## src/rtl/tcw_pkg.sv

```systemverilog
// ----------------------------------------------------------------------------
// tcw_pkg
// Shared types and constants of the text console writer: request kinds,
// controller states, and the command and status bundles between the
// controller and the datapath.
// ----------------------------------------------------------------------------
`default_nettype none

package tcw_pkg;

  // Fixed field widths
  localparam int unsigned CHAR_W  = 8;
  localparam int unsigned COLOR_W = 8;
  localparam int unsigned INDEX_W = 11;
  localparam int unsigned POS_W   = 11;
  localparam int unsigned KIND_W  = 2;
  localparam int unsigned CELL_W  = CHAR_W + COLOR_W;

  // Character codes
  localparam logic [CHAR_W-1:0] BLANK_CHAR   = 8'h20;
  localparam logic [CHAR_W-1:0] NEWLINE_CHAR = 8'h0A;

  // Attribute byte after reset
  localparam logic [COLOR_W-1:0] COLOR_RESET = 8'h0F;

  // Request kinds
  typedef enum logic [KIND_W-1:0] {
    REQ_PUT   = 2'd0,
    REQ_CLEAR = 2'd1,
    REQ_READ  = 2'd2
  } req_t;

  // Controller states
  typedef enum logic [3:0] {
    S_INIT,
    S_IDLE,
    S_EXEC,
    S_CLEAR,
    S_SCROLL_RD,
    S_SCROLL_WR,
    S_BLANK,
    S_READ,
    S_DONE
  } state_t;

  // Memory write source
  typedef enum logic [2:0] {
    W_NONE,
    W_CHAR,
    W_ZERO,
    W_BLANK,
    W_COPY
  } wsel_t;

  // Memory read address source
  typedef enum logic [1:0] {
    R_NONE,
    R_REQ,
    R_SCROLL
  } rsel_t;

  // Controller to datapath
  typedef struct packed {
    logic  load_req;
    wsel_t wsel;
    rsel_t rsel;
    logic  cur_inc_col;
    logic  cur_next_row;
    logic  cur_col_zero;
    logic  cur_home;
    logic  sweep_clr;
    logic  sweep_inc;
    logic  res_clear;
    logic  res_load;
    logic  out_load;
  } cmd_t;

  // Datapath to controller
  typedef struct packed {
    req_t req;
    logic is_newline;
    logic col_last;
    logic row_last;
    logic sweep_last_cell;
    logic sweep_last_copy;
    logic out_free;
  } status_t;

endpackage

`default_nettype wire

```

## src/rtl/tcw_ctrl.sv

```systemverilog
// ----------------------------------------------------------------------------
// tcw_ctrl
// Controller of the text console writer: sequences the reset clearing pass,
// character puts, line feeds with scrolling, screen clears and cell reads.
// ----------------------------------------------------------------------------
`default_nettype none

module tcw_ctrl
  import tcw_pkg::*;
(
  input  wire logic    clk,
  input  wire logic    rst,
  input  wire logic    in_valid,
  output logic         in_ready,
  input  var  status_t st,
  output cmd_t         cmd
);

  state_t state;
  state_t state_next;

  // Hold state
  always_ff @(posedge clk) begin
    if (rst) begin
      state <= S_INIT;
    end else begin
      state <= state_next;
    end
  end

  // Pick next state
  always_comb begin
    state_next = state;
    case (state)
      S_INIT: begin
        if (st.sweep_last_cell) state_next = S_IDLE;
      end
      S_IDLE: begin
        if (in_valid) state_next = S_EXEC;
      end
      S_EXEC: begin
        case (st.req)
          REQ_PUT: begin
            if ((st.is_newline || st.col_last) && st.row_last) begin
              state_next = S_SCROLL_RD;
            end else begin
              state_next = S_DONE;
            end
          end
          REQ_CLEAR: state_next = S_CLEAR;
          REQ_READ:  state_next = S_READ;
          default:   state_next = S_DONE;
        endcase
      end
      S_CLEAR: begin
        if (st.sweep_last_cell) state_next = S_DONE;
      end
      S_SCROLL_RD: state_next = S_SCROLL_WR;
      S_SCROLL_WR: begin
        state_next = st.sweep_last_copy ? S_BLANK : S_SCROLL_RD;
      end
      S_BLANK: begin
        if (st.sweep_last_cell) state_next = S_DONE;
      end
      S_READ: state_next = S_DONE;
      S_DONE: begin
        if (st.out_free) state_next = S_IDLE;
      end
      default: state_next = S_INIT;
    endcase
  end

  // Drive commands
  always_comb begin
    cmd      = '0;
    in_ready = 1'b0;
    case (state)
      S_INIT: begin
        cmd.wsel      = W_ZERO;
        cmd.sweep_inc = 1'b1;
      end
      S_IDLE: begin
        in_ready     = 1'b1;
        cmd.load_req = in_valid;
      end
      S_EXEC: begin
        case (st.req)
          REQ_PUT: begin
            cmd.res_clear = 1'b1;
            if (!st.is_newline) cmd.wsel = W_CHAR;
            if (st.is_newline || st.col_last) begin
              if (st.row_last) begin
                cmd.cur_col_zero = 1'b1;
                cmd.sweep_clr    = 1'b1;
              end else begin
                cmd.cur_next_row = 1'b1;
              end
            end else begin
              cmd.cur_inc_col = 1'b1;
            end
          end
          REQ_CLEAR: begin
            cmd.res_clear = 1'b1;
            cmd.sweep_clr = 1'b1;
          end
          REQ_READ: begin
            cmd.rsel = R_REQ;
          end
          default: begin
            cmd.res_clear = 1'b1;
          end
        endcase
      end
      S_CLEAR: begin
        cmd.wsel      = W_BLANK;
        cmd.sweep_inc = 1'b1;
        cmd.cur_home  = st.sweep_last_cell;
      end
      S_SCROLL_RD: begin
        cmd.rsel = R_SCROLL;
      end
      S_SCROLL_WR: begin
        cmd.wsel      = W_COPY;
        cmd.sweep_inc = 1'b1;
      end
      S_BLANK: begin
        cmd.wsel      = W_BLANK;
        cmd.sweep_inc = 1'b1;
      end
      S_READ: begin
        cmd.res_load = 1'b1;
      end
      S_DONE: begin
        cmd.out_load = st.out_free;
      end
      default: begin
        cmd = '0;
      end
    endcase
  end

endmodule

`default_nettype wire

```

## config.mk

```make
export PLATFORM = sky130hd
export DESIGN_NAME = tcw_ctrl
export DESIGN_NICKNAME = d
export VERILOG_FILES = /design/src/rtl/tcw_pkg.sv /design/src/rtl/tcw_ctrl.sv
export SDC_FILE = /design/constraint.sdc
export NUM_CORES = 1
export LEC_CHECK = 0
export BUFFER_PORTS_ARGS = -buffer_cell sky130_fd_sc_hd__buf_4
export CAP_MARGIN = 0
export CORE_MARGIN = 5
export CORE_UTILIZATION = 31
export CTS_CLUSTER_DIAMETER = 120
export DETAILED_ROUTE_END_ITERATION = 10
export PLACE_DENSITY = 0.68
export SYNTH_ARGS = -nofsm -noshare
export SYNTH_HDL_FRONTEND = slang
export SYNTH_SLANG_ARGS = --single-unit
export TNS_END_PERCENT = 1
```

## constraint.sdc

```tcl
create_clock -name clk -period 1.2 [get_ports clk]
set_input_delay 0.12 -clock clk [delete_from_list [all_inputs] [get_ports clk]]
set_output_delay 0.12 -clock clk [all_outputs]
set_load 0.05 [all_outputs]
```

; Word level (Yosys, flattened, before mapping)
; Index checks and enable logic that the tools add are counted.
[word_totals]
ff_bits = 4
inputBits = 11
[classes]
muxes = 30
n_eq_ne = 14
n_reduce_logical = 7
[op_table]
columns = op, n
row1 = $pmux 4 s8, 1
row2 = $mux 4, 5
row3 = $eq 4x3->1 const B, 4
row4 = $mux 1, 16
row5 = $pmux 3 s4, 1
row6 = $pmux 4 s3, 1
row7 = $eq 4x2->1 const B, 2
row8 = $mux 3, 2
row9 = $ne 2x2->1 const B, 3
row10 = $eq 4x1->1 const B, 1
row11 = $eq 4x4->1 const B, 1
row12 = $logic_not 4->1, 1
row13 = $mux 2, 2
row14 = $pmux 2 s2, 1
row15 = $reduce_and 4->1, 1
row16 = $reduce_or 4->1, 1
row17 = $eq 2x1->1 const B, 1
row18 = $eq 2x2->1 const B, 1
row19 = $logic_not 2->1, 1
row20 = $ne 2x1->1 const B, 1
row21 = $pmux 1 s2, 1
row22 = $reduce_or 2->1, 1
row23 = $logic_and 1x1->1, 1
row24 = $logic_or 1x1->1, 1

; Logic depth before layout (Yosys ltp)
; Gate-level depths: netlist (run 1).
[logic_depth]
depth_word = 5
mapped_depth = 6

; Worst setup path after synthesis (run 1)
; OpenSTA, ideal clock, no wires.
[synth_path]
path_type = reg-to-output
startpoint = register state[0]
endpoint = output cmd[10] in the netlist's numbering
setup_slack_ns = -1.082
arrival_ns = 2.162
required_time_ns = 1.080
path_stages_with_launch = 3
path_buffers = 1
path_cell_list = dfxtp_1 -> buf_2 -> nor4b_1
[synth_lines]
columns = element, line_no
row1 = start: declaration, tcw_ctrl.sv:19  ; state_t state;
row2 = start signal: assignment, tcw_ctrl.sv:27  ; state <= state_next;
row3 = end: declaration, tcw_ctrl.sv:16  ; output cmd_t cmd

==> results of run 1 <==
[path summary, 6_finish.rpt]
kind                            slack, ns               endpoint                  start
worst min register to register       0.59  state[0]$_SDFFE_PP0P_  state[0]$_SDFFE_PP0P_
worst min-delay path                 0.11  state[2]$_SDFFE_PP0P_                    rst
worst max-delay path                -0.35                 cmd[7]  state[3]$_SDFFE_PP0P_
worst max register to register      -0.34  state[1]$_SDFFE_PP0P_  state[0]$_SDFFE_PP0P_
[stage by stage]
stage | worst slack (ns) | TNS [ns]
floorplan | -0.3103 | -2.709
global placement | -0.2388 | -1.773
detailed placement | -0.3059 | -2.268
CTS | -0.3570 | -4.768
global route | -0.4097 | -5.506
finish | -0.3532 | -4.317
[report_power, final]
group          switching (mW)  internal (mW)  total (mW)
Combinational           0.984          0.864        1.85
Sequential             0.0835          0.184       0.268
Clock                  0.0640          0.112       0.176
[per-layer routing]
| metal | part of all wire, % | track usage, % | up-vias | routed length [um] |
|---|---|---|---|---|
| met5 | 0 | 0 | - | 0 |
| met4 | 1.8 | 7.660 | 0 | 36 |
| met2 | 51 | 28.10 | 29 | 993 |
| met1 | 41 | 19.26 | 314 | 791 |
| li1 | - | - | 365 | - |
| met3 | 6.6 | 5.030 | 4 | 128 |
[cell usage in the layout, fill, tap and decap left out, types with 4 or more instances in the layout]
cell     Yosys  final
and3_1       4      4
buf_4        1     35
buf_6        0      9
buf_8        0      4
dfxtp_4      0      4
inv_1        6      6
nor2_1      12      5
nor2_4       0      7
nor3_4       0      4
[kinds of logic (layout without fill, tap and decap cells)]
group / count (synthesis) / in the layout / share of synthesized area (%)
AOI/OAI and AO/OA: 16 / 16 / 20.25
DFF: 4 / 4 / 15.61
xor gates and xnor gates: 1 / 1 / 1.708
adders and majority gates: 3 / 3 / 7.318
buffers and inverters: 10 / 57 / 8.536
and+or+nand+nor: 40 / 40 / 42.68
muxes: 2 / 2 / 3.903
[repair_timing]
action                                  in CTS  in global routing
buffers inserted                             3                  0
gates resized for setup                     30                  9
pin swaps                                    7                  4
endpoints found under the setup margin      20                 20
hold buffers                                 0                  0
[layout make-up]
class | instances | share of cell area (%)
timing repair buffer | 48 | 37.29
multi-input combinational | 62 | 48.62
inverter | 6 | 1.980
tap | 16 | 1.760
sequential | 4 | 8.361
clock buffer | 3 | 1.980
==> out/metrics.yaml, run 1 <==
critical_path:
  ordered_cell_list_for_the_critical_path: "nand2b_4 > nor3_4 > nand2_2 > nor3_4 > buf_6"
  worst-r2r-cell-count: 5
  critical-path-top-cell-by-count: "nor3_4"
  cp_slowest_cell: "dfxtp_4"
  crit_cells: 5
  critical_path_required_ns: 1.08
  critPathLaunchType: "flip-flop"
  crit_family: "simple AND/OR/NAND/NOR gates"
  cp.buffers_inverters: 1
  critPathMaxStageDelay_ns: 0.35
  critical_path_arrival_ns: 1.43
  worstSetupPathType: "flip-flop to primary output"
  cp_max_fo: 4
  worstSetupEndpointType: "primary output"
clocking:
  cts_root_buf: "clkbuf_4"
  clockBufferDepth: 2
  worstSkewPairLatency_ns: 0.25
  clock-sinks: 4
  cts_made_buffers: 3
  htree_levels: 1
  tritoncts: "done"
  clkTransAtPathRegs_ns: 0.04
route:
  drc: 0
  drt-pass1-iter-count: 4
  wl_mm: 1.949
  drt-vias-per-instance: 5.122
  route.detailed.wl_per_inst_um: 14.02
  drt.antenna.violating_nets: 0
  total_via_count_in_the_routed_design: 712
  drt_first_iter_violations: 15
yosys:
  syn-instance-count: 76
  synth_seq_area_share_pct: 15.61
  postSynthNetCount: 90
  synth.distinct_cells: 32
  number_of_enable_flip_flop_cells_after_synthesis: 0
  synth_most_common_cell: "nor2_1"
  synth.yosys.warnings: 0
  yosys.area.top_type_share_pct: 15.61
  synth_area_sq_um: 513.0
  ys_async_sr_fraction_pct: 0
  synth_commonest_cells: "nor2_1 (12), inv_1 (6), nor3_1 (6)"
  postSynth.topFlopCell: "dfxtp_1"
  synth_seq_cells: 4
  ys_top_cells_by_area: "dfxtp_1 (16%), nor2_1 (8.8%), ha_1 (7.3%)"
  yosys.area.top_type: "dfxtp_1"
  synthesis.area_per_instance_sq_um: 6.750
timing:
  fin_clk_skew_ns: 0.01276
  tightest_slew_ns: 0.3382
  report.final.setup_viol: 20
  timing.fmax_mhz: 643.8
  grt_setup_unrepaired: "true"
  finalHoldViolCount: 0
  finalMaxSlewViolations: 0
  remaining_max_slew_budget_at_the_tightest_pin_pct: 77.35
  smallest_hold_slack_ns: 0.1107
  post-route-min-period_ns: 1.553
  min_period_over_period_pct: 129.4
  setup_ws_ns: -0.3532
cells_and_area:
  fill_cells: 123
  finalCoreUtilization_pct: 73.78
  largest_registers: "state x4"
  non_filler_cell_area_final_sq_um: 1137
  final_layout_size_suffix_gt1_share_pct: 65.04
  number_of_flip_flops_in_the_largest_register: 4
  finish.cell_count_without_fillers: 139
  max_flop_register: "state"
  nNetsFinal: 139
  seqCellArea_sq_um: 95.09
  area_growth_pct: 121.7
  insertedDiodeCount: 0
  area_of_combinational_cells_with_multiple_inputs_sq_um: 553.0
global_routing:
  grt_first_pass_wirelength_mm: 3.318
  initial_antenna_violation_count: 0
  total_grt_usage_pct: 16.77
  first_global_vias: 711
  grt_max_degree: 9
  grt_overflow_total: 0
pwr:
  static-leakage-power_nw: 0.5460
  totalPowerFinal_mw: 2.292
  power-per-cell-area_nw_per_um2: 2015
  vdd.ir_drop.worst_mv: 1.436
run_status:
  outcome: "finished, violations left"
  failing_checks: "negative setup slack"
min_path:
  hold_class: "input pin to flip-flop"
  min_delay_path_depth: 2
floorplan:
  start_util_pct: 33.28
  fp.dieArea_sq_um: 2568
  chipHeight_um: 50.68
  design.portCount: 27
  fp-row-count: 14
  core_area_sq_um: 1541
  die_width_um: 50.68
placed_design:
  detailed_place.area_sq_um: 957.2
  final_hpwl_from_detailed_placement_mm: 1.461
  port_buffers: 26
  place_inst: 133
  gpl.final_weighted_congestion: 0.8095
flow_run:
  cap_viol_max_count: 0
No activity file was read; power rests on OpenSTA's default activity.
==> run 2: changes to the inputs <==
--- a/config.mk
+++ b/config.mk
@@ -5,13 +5,14 @@
 export SDC_FILE = /design/constraint.sdc
 export NUM_CORES = 1
 export LEC_CHECK = 0
+export ABC_AREA = 1
 export BUFFER_PORTS_ARGS = -buffer_cell sky130_fd_sc_hd__buf_4
 export CAP_MARGIN = 0
 export CORE_MARGIN = 5
 export CORE_UTILIZATION = 31
 export CTS_CLUSTER_DIAMETER = 120
 export DETAILED_ROUTE_END_ITERATION = 10
-export PLACE_DENSITY = 0.68
+export PLACE_DENSITY = 0.67
 export SYNTH_ARGS = -nofsm -noshare
 export SYNTH_HDL_FRONTEND = slang
 export SYNTH_SLANG_ARGS = --single-unit
==> out/metrics.yaml, run 2 <==
placed_design:
  detailed_place.area_sq_um: 810.8  # was 957.2 sq um
  port_buffers: 26  # unchanged
  final_hpwl_from_detailed_placement_mm: 1.210  # was 1.461 mm
  place_inst: 138  # was 133
  gpl.final_weighted_congestion: 0.7705  # was 0.8095
yosys:
  yosys.area.top_type: "dfxtp_1"  # unchanged
  synth_commonest_cells: "inv_1 (19), nor2_1 (19), nand2_1 (16), nand3_1 (5)"  # was nor2_1 (12), inv_1 (6), nor3_1 (6)
  postSynthNetCount: 104  # was 90
  synthesis.area_per_instance_sq_um: 5.867  # was 6.750 sq um
  synth_seq_area_share_pct: 15.17  # was 15.61%
  postSynth.topFlopCell: "dfxtp_1"  # unchanged
  ys_top_cells_by_area: "dfxtp_1 (15%), inv_1 (14%), nor2_1 (14%)"  # was dfxtp_1 (16%), nor2_1 (8.8%), ha_1 (7.3%)
  syn-instance-count: 90  # was 76
  synth_area_sq_um: 528.0  # was 513.0 sq um
  yosys.area.top_type_share_pct: 15.17  # was 15.61%
  number_of_enable_flip_flop_cells_after_synthesis: 0  # unchanged
  ys_async_sr_fraction_pct: 0  # unchanged
  synth_seq_cells: 4  # unchanged
  synth.distinct_cells: 19  # was 32
  synth.yosys.warnings: 0  # unchanged
clocking:
  clkTransAtPathRegs_ns: 0.03  # was 0.04 ns
  tritoncts: "done"  # unchanged
  cts_root_buf: "clkbuf_4"  # unchanged
  htree_levels: 1  # unchanged
  worstSkewPairLatency_ns: 0.23  # was 0.25 ns
  cts_made_buffers: 3  # unchanged
  clock-sinks: 4  # unchanged
  clockBufferDepth: 2  # unchanged
  post_cts_hold_buffer_count: 0  # unchanged
timing:
  post-route-min-period_ns: 1.424  # was 1.553 ns
  timing.fmax_mhz: 702.3  # was 643.8 MHz
  grt_setup_unrepaired: "true"  # unchanged
  min_period_over_period_pct: 118.7  # was 129.4%
  setup_ws_ns: -0.2240  # was -0.3532 ns
  fin_clk_skew_ns: 0.003569  # was 0.01276 ns
  finalHoldViolCount: 0  # unchanged
  tightest_slew_ns: 0.2282  # was 0.3382 ns
  report.final.setup_viol: 16  # was 20
  remaining_max_slew_budget_at_the_tightest_pin_pct: 84.75  # was 77.35%
  finalMaxSlewViolations: 0  # unchanged
cells_and_area:
  largest_registers: "state x4"  # unchanged
  highest_count_cells_in_the_layout_ignoring_fill_and_taps: "buf_4 (20), inv_1 (18), nand2_1 (16), nor2_1 (16), buf_6 (11)"  # was buf_4 (35), buf_6 (9), nor2_4 (7), inv_1 (6), nor2_1 (5)
  finish.cell_count_without_fillers: 142  # was 139
  nNetsFinal: 141  # was 139
  fill_cells: 169  # was 123
  final_layout_size_suffix_gt1_share_pct: 48.80  # was 65.04%
  non_filler_cell_area_final_sq_um: 912.1  # was 1137 sq um
  commonest_non_fill_non_tap_cell_in_the_layout: "buf_4"  # unchanged
  number_of_flip_flops_in_the_largest_register: 4  # unchanged
  max_flop_register: "state"  # unchanged
  finalCoreUtilization_pct: 54.61  # was 73.78%
  area_growth_pct: 72.75  # was 121.7%
  insertedDiodeCount: 0  # unchanged
floorplan:
  chipHeight_um: 51.27  # was 50.68 um
  fp-row-count: 15  # was 14
  core_area_sq_um: 1670  # was 1541 sq um
  start_util_pct: 31.61  # was 33.28%
  fp.dieArea_sq_um: 2629  # was 2568 sq um
  design.portCount: 27  # unchanged
  die_width_um: 51.27  # was 50.68 um
critical_path:
  ordered_cell_list_for_the_critical_path: "nor2_4 > nand3_2 > o211ai_1 > buf_4"  # was nand2b_4 > nor3_4 > nand2_2 > nor3_4 > buf_6
  worst-r2r-cell-count: 8  # was 5
  worstSetupPathType: "flip-flop to primary output"  # unchanged
  cp.buffers_inverters: 1  # unchanged
  critical_path_required_ns: 1.08  # about the same
  critPathMaxStageDelay_ns: 0.32  # was 0.35 ns
  r2r_start: "state[3]$_SDFFE_PP0P_"  # was state[0]$_SDFFE_PP0P_
  endpoint_of_the_most_critical_register_to_register_path: "state[3]$_SDFFE_PP0P_"  # was state[1]$_SDFFE_PP0P_
  cp_max_fo: 7  # was 4
  crit_family: "simple AND/OR/NAND/NOR gates"  # unchanged
  worstSetupEndpointType: "primary output"  # unchanged
  cp_slowest_cell: "dfxtp_2"  # was dfxtp_4
  regToRegSetupSlack_ns: 0.01  # was -0.34 ns
  critical_path_arrival_ns: 1.30  # was 1.43 ns
  critPathLaunchType: "flip-flop"  # unchanged
route:
  drc: 0  # unchanged
  total_via_count_in_the_routed_design: 622  # was 712
  route.detailed.wl_per_inst_um: 10.07  # was 14.02 um
  drt_first_iter_violations: 6  # was 15
  wl_mm: 1.430  # was 1.949 mm
  drt.antenna.violating_nets: 0  # unchanged
  drt-pass1-iter-count: 2  # was 4
  drt-vias-per-instance: 4.380  # was 5.122
global_routing:
  grt_max_degree: 8  # was 9
  grt_overflow_total: 0  # unchanged
  initial_antenna_violation_count: 0  # unchanged
  total_grt_usage_pct: 11.62  # was 16.77%
  grt_first_pass_wirelength_mm: 2.387  # was 3.318 mm
  first_global_vias: 588  # was 711
pwr:
  power-per-cell-area_nw_per_um2: 2103  # was 2015 nW/um^2
  static-leakage-power_nw: 0.4800  # was 0.5460 nW
  totalPowerFinal_mw: 1.918  # was 2.292 mW
  vdd.ir_drop.worst_mv: 0.9755  # was 1.436 mV
min_path:
  min_from: "rst"  # unchanged
  hold_class: "input pin to flip-flop"  # unchanged
  holdPathEnd: "state[2]$_SDFFE_PP0P_"  # unchanged
  min_delay_path_depth: 2  # unchanged
run_status:
  outcome: "finished, violations left"  # unchanged
  failing_checks: "negative setup slack"  # unchanged
flow_run:
  cap_viol_max_count: 0  # unchanged
## run 2: metrics by stage
step | hold WS (ns) | setup TNS [ns] | setup slack, ns
2_1_floorplan | 0.1751 | -3.013 | -0.3796
6_report | 0.04391 | -2.329 | -0.2240
3_3_place_gp | 0.2800 | 0 | 0.001196
4_1_cts | 0.03479 | -2.659 | -0.2374
5_1_grt | 0.03682 | -3.808 | -0.2938
3_5_place_dp | 0.2799 | -0.002087 | -0.002087
## run 2: cells by family after synthesis
kind of cell	count (synthesis)	synth area share, %
AOI/OAI and AO/OA	7	8.293
DFF	4	15.17
buffers and inverters	21	14.93
adders and majority gates	3	7.110
and+or+nand+nor	55	54.50
## run 2: how the worst max path moves through the flow
stage	slack, ns	start	endpoint	cells after the start
2_1_floorplan	-0.38	state[3]$_SDFFE_PP0P_	cmd[11]	3
3_3_place_gp	0.001	state[1]$_SDFFE_PP0P_	cmd[11]	5
3_5_place_dp	-0.002	state[1]$_SDFFE_PP0P_	cmd[11]	5
4_1_cts	-0.24	state[1]$_SDFFE_PP0P_	cmd[11]	5
5_1_grt	-0.29	state[1]$_SDFFE_PP0P_	cmd[11]	5
6_report	-0.22	state[3]$_SDFFE_PP0P_	cmd[11]	4
## run 2: power by group
group | leakage (nW) | internal, mW | switching [mW]
logic | 0.431 | 0.527 | 0.972
clock network | 0.0138 | 0.112 | 0.0504
registers | 0.0347 | 0.191 | 0.0655
total | 0.480 | 0.830 | 1.09
## run 2: repair_timing
| action | CTS | global route |
|---|---|---|
| pin swaps | 3 | 1 |
| endpoints found under the setup margin | 19 | 20 |
| resized for setup | 13 | 9 |
| buffers inserted | 1 | 0 |
## run 2: per-layer routing
metal  vias up  global-route usage, %  wire (um)
met5         -                      0          0
li1        346                      -          -
met2        18                  21.03        702
met4         0                  3.930         17
met1       256                  13.99        622
met3         2                  1.458         87
## run 2: final cells by class
cell class | count | area (sq um) | area share [%]
tap | 17 | 21.27 | 2.332
timing repair buffer | 32 | 289.0 | 31.69
inverter | 21 | 81.33 | 8.916
multi-input combinational | 65 | 410.4 | 44.99
clock buffer | 3 | 22.52 | 2.469
sequential | 4 | 87.58 | 9.602
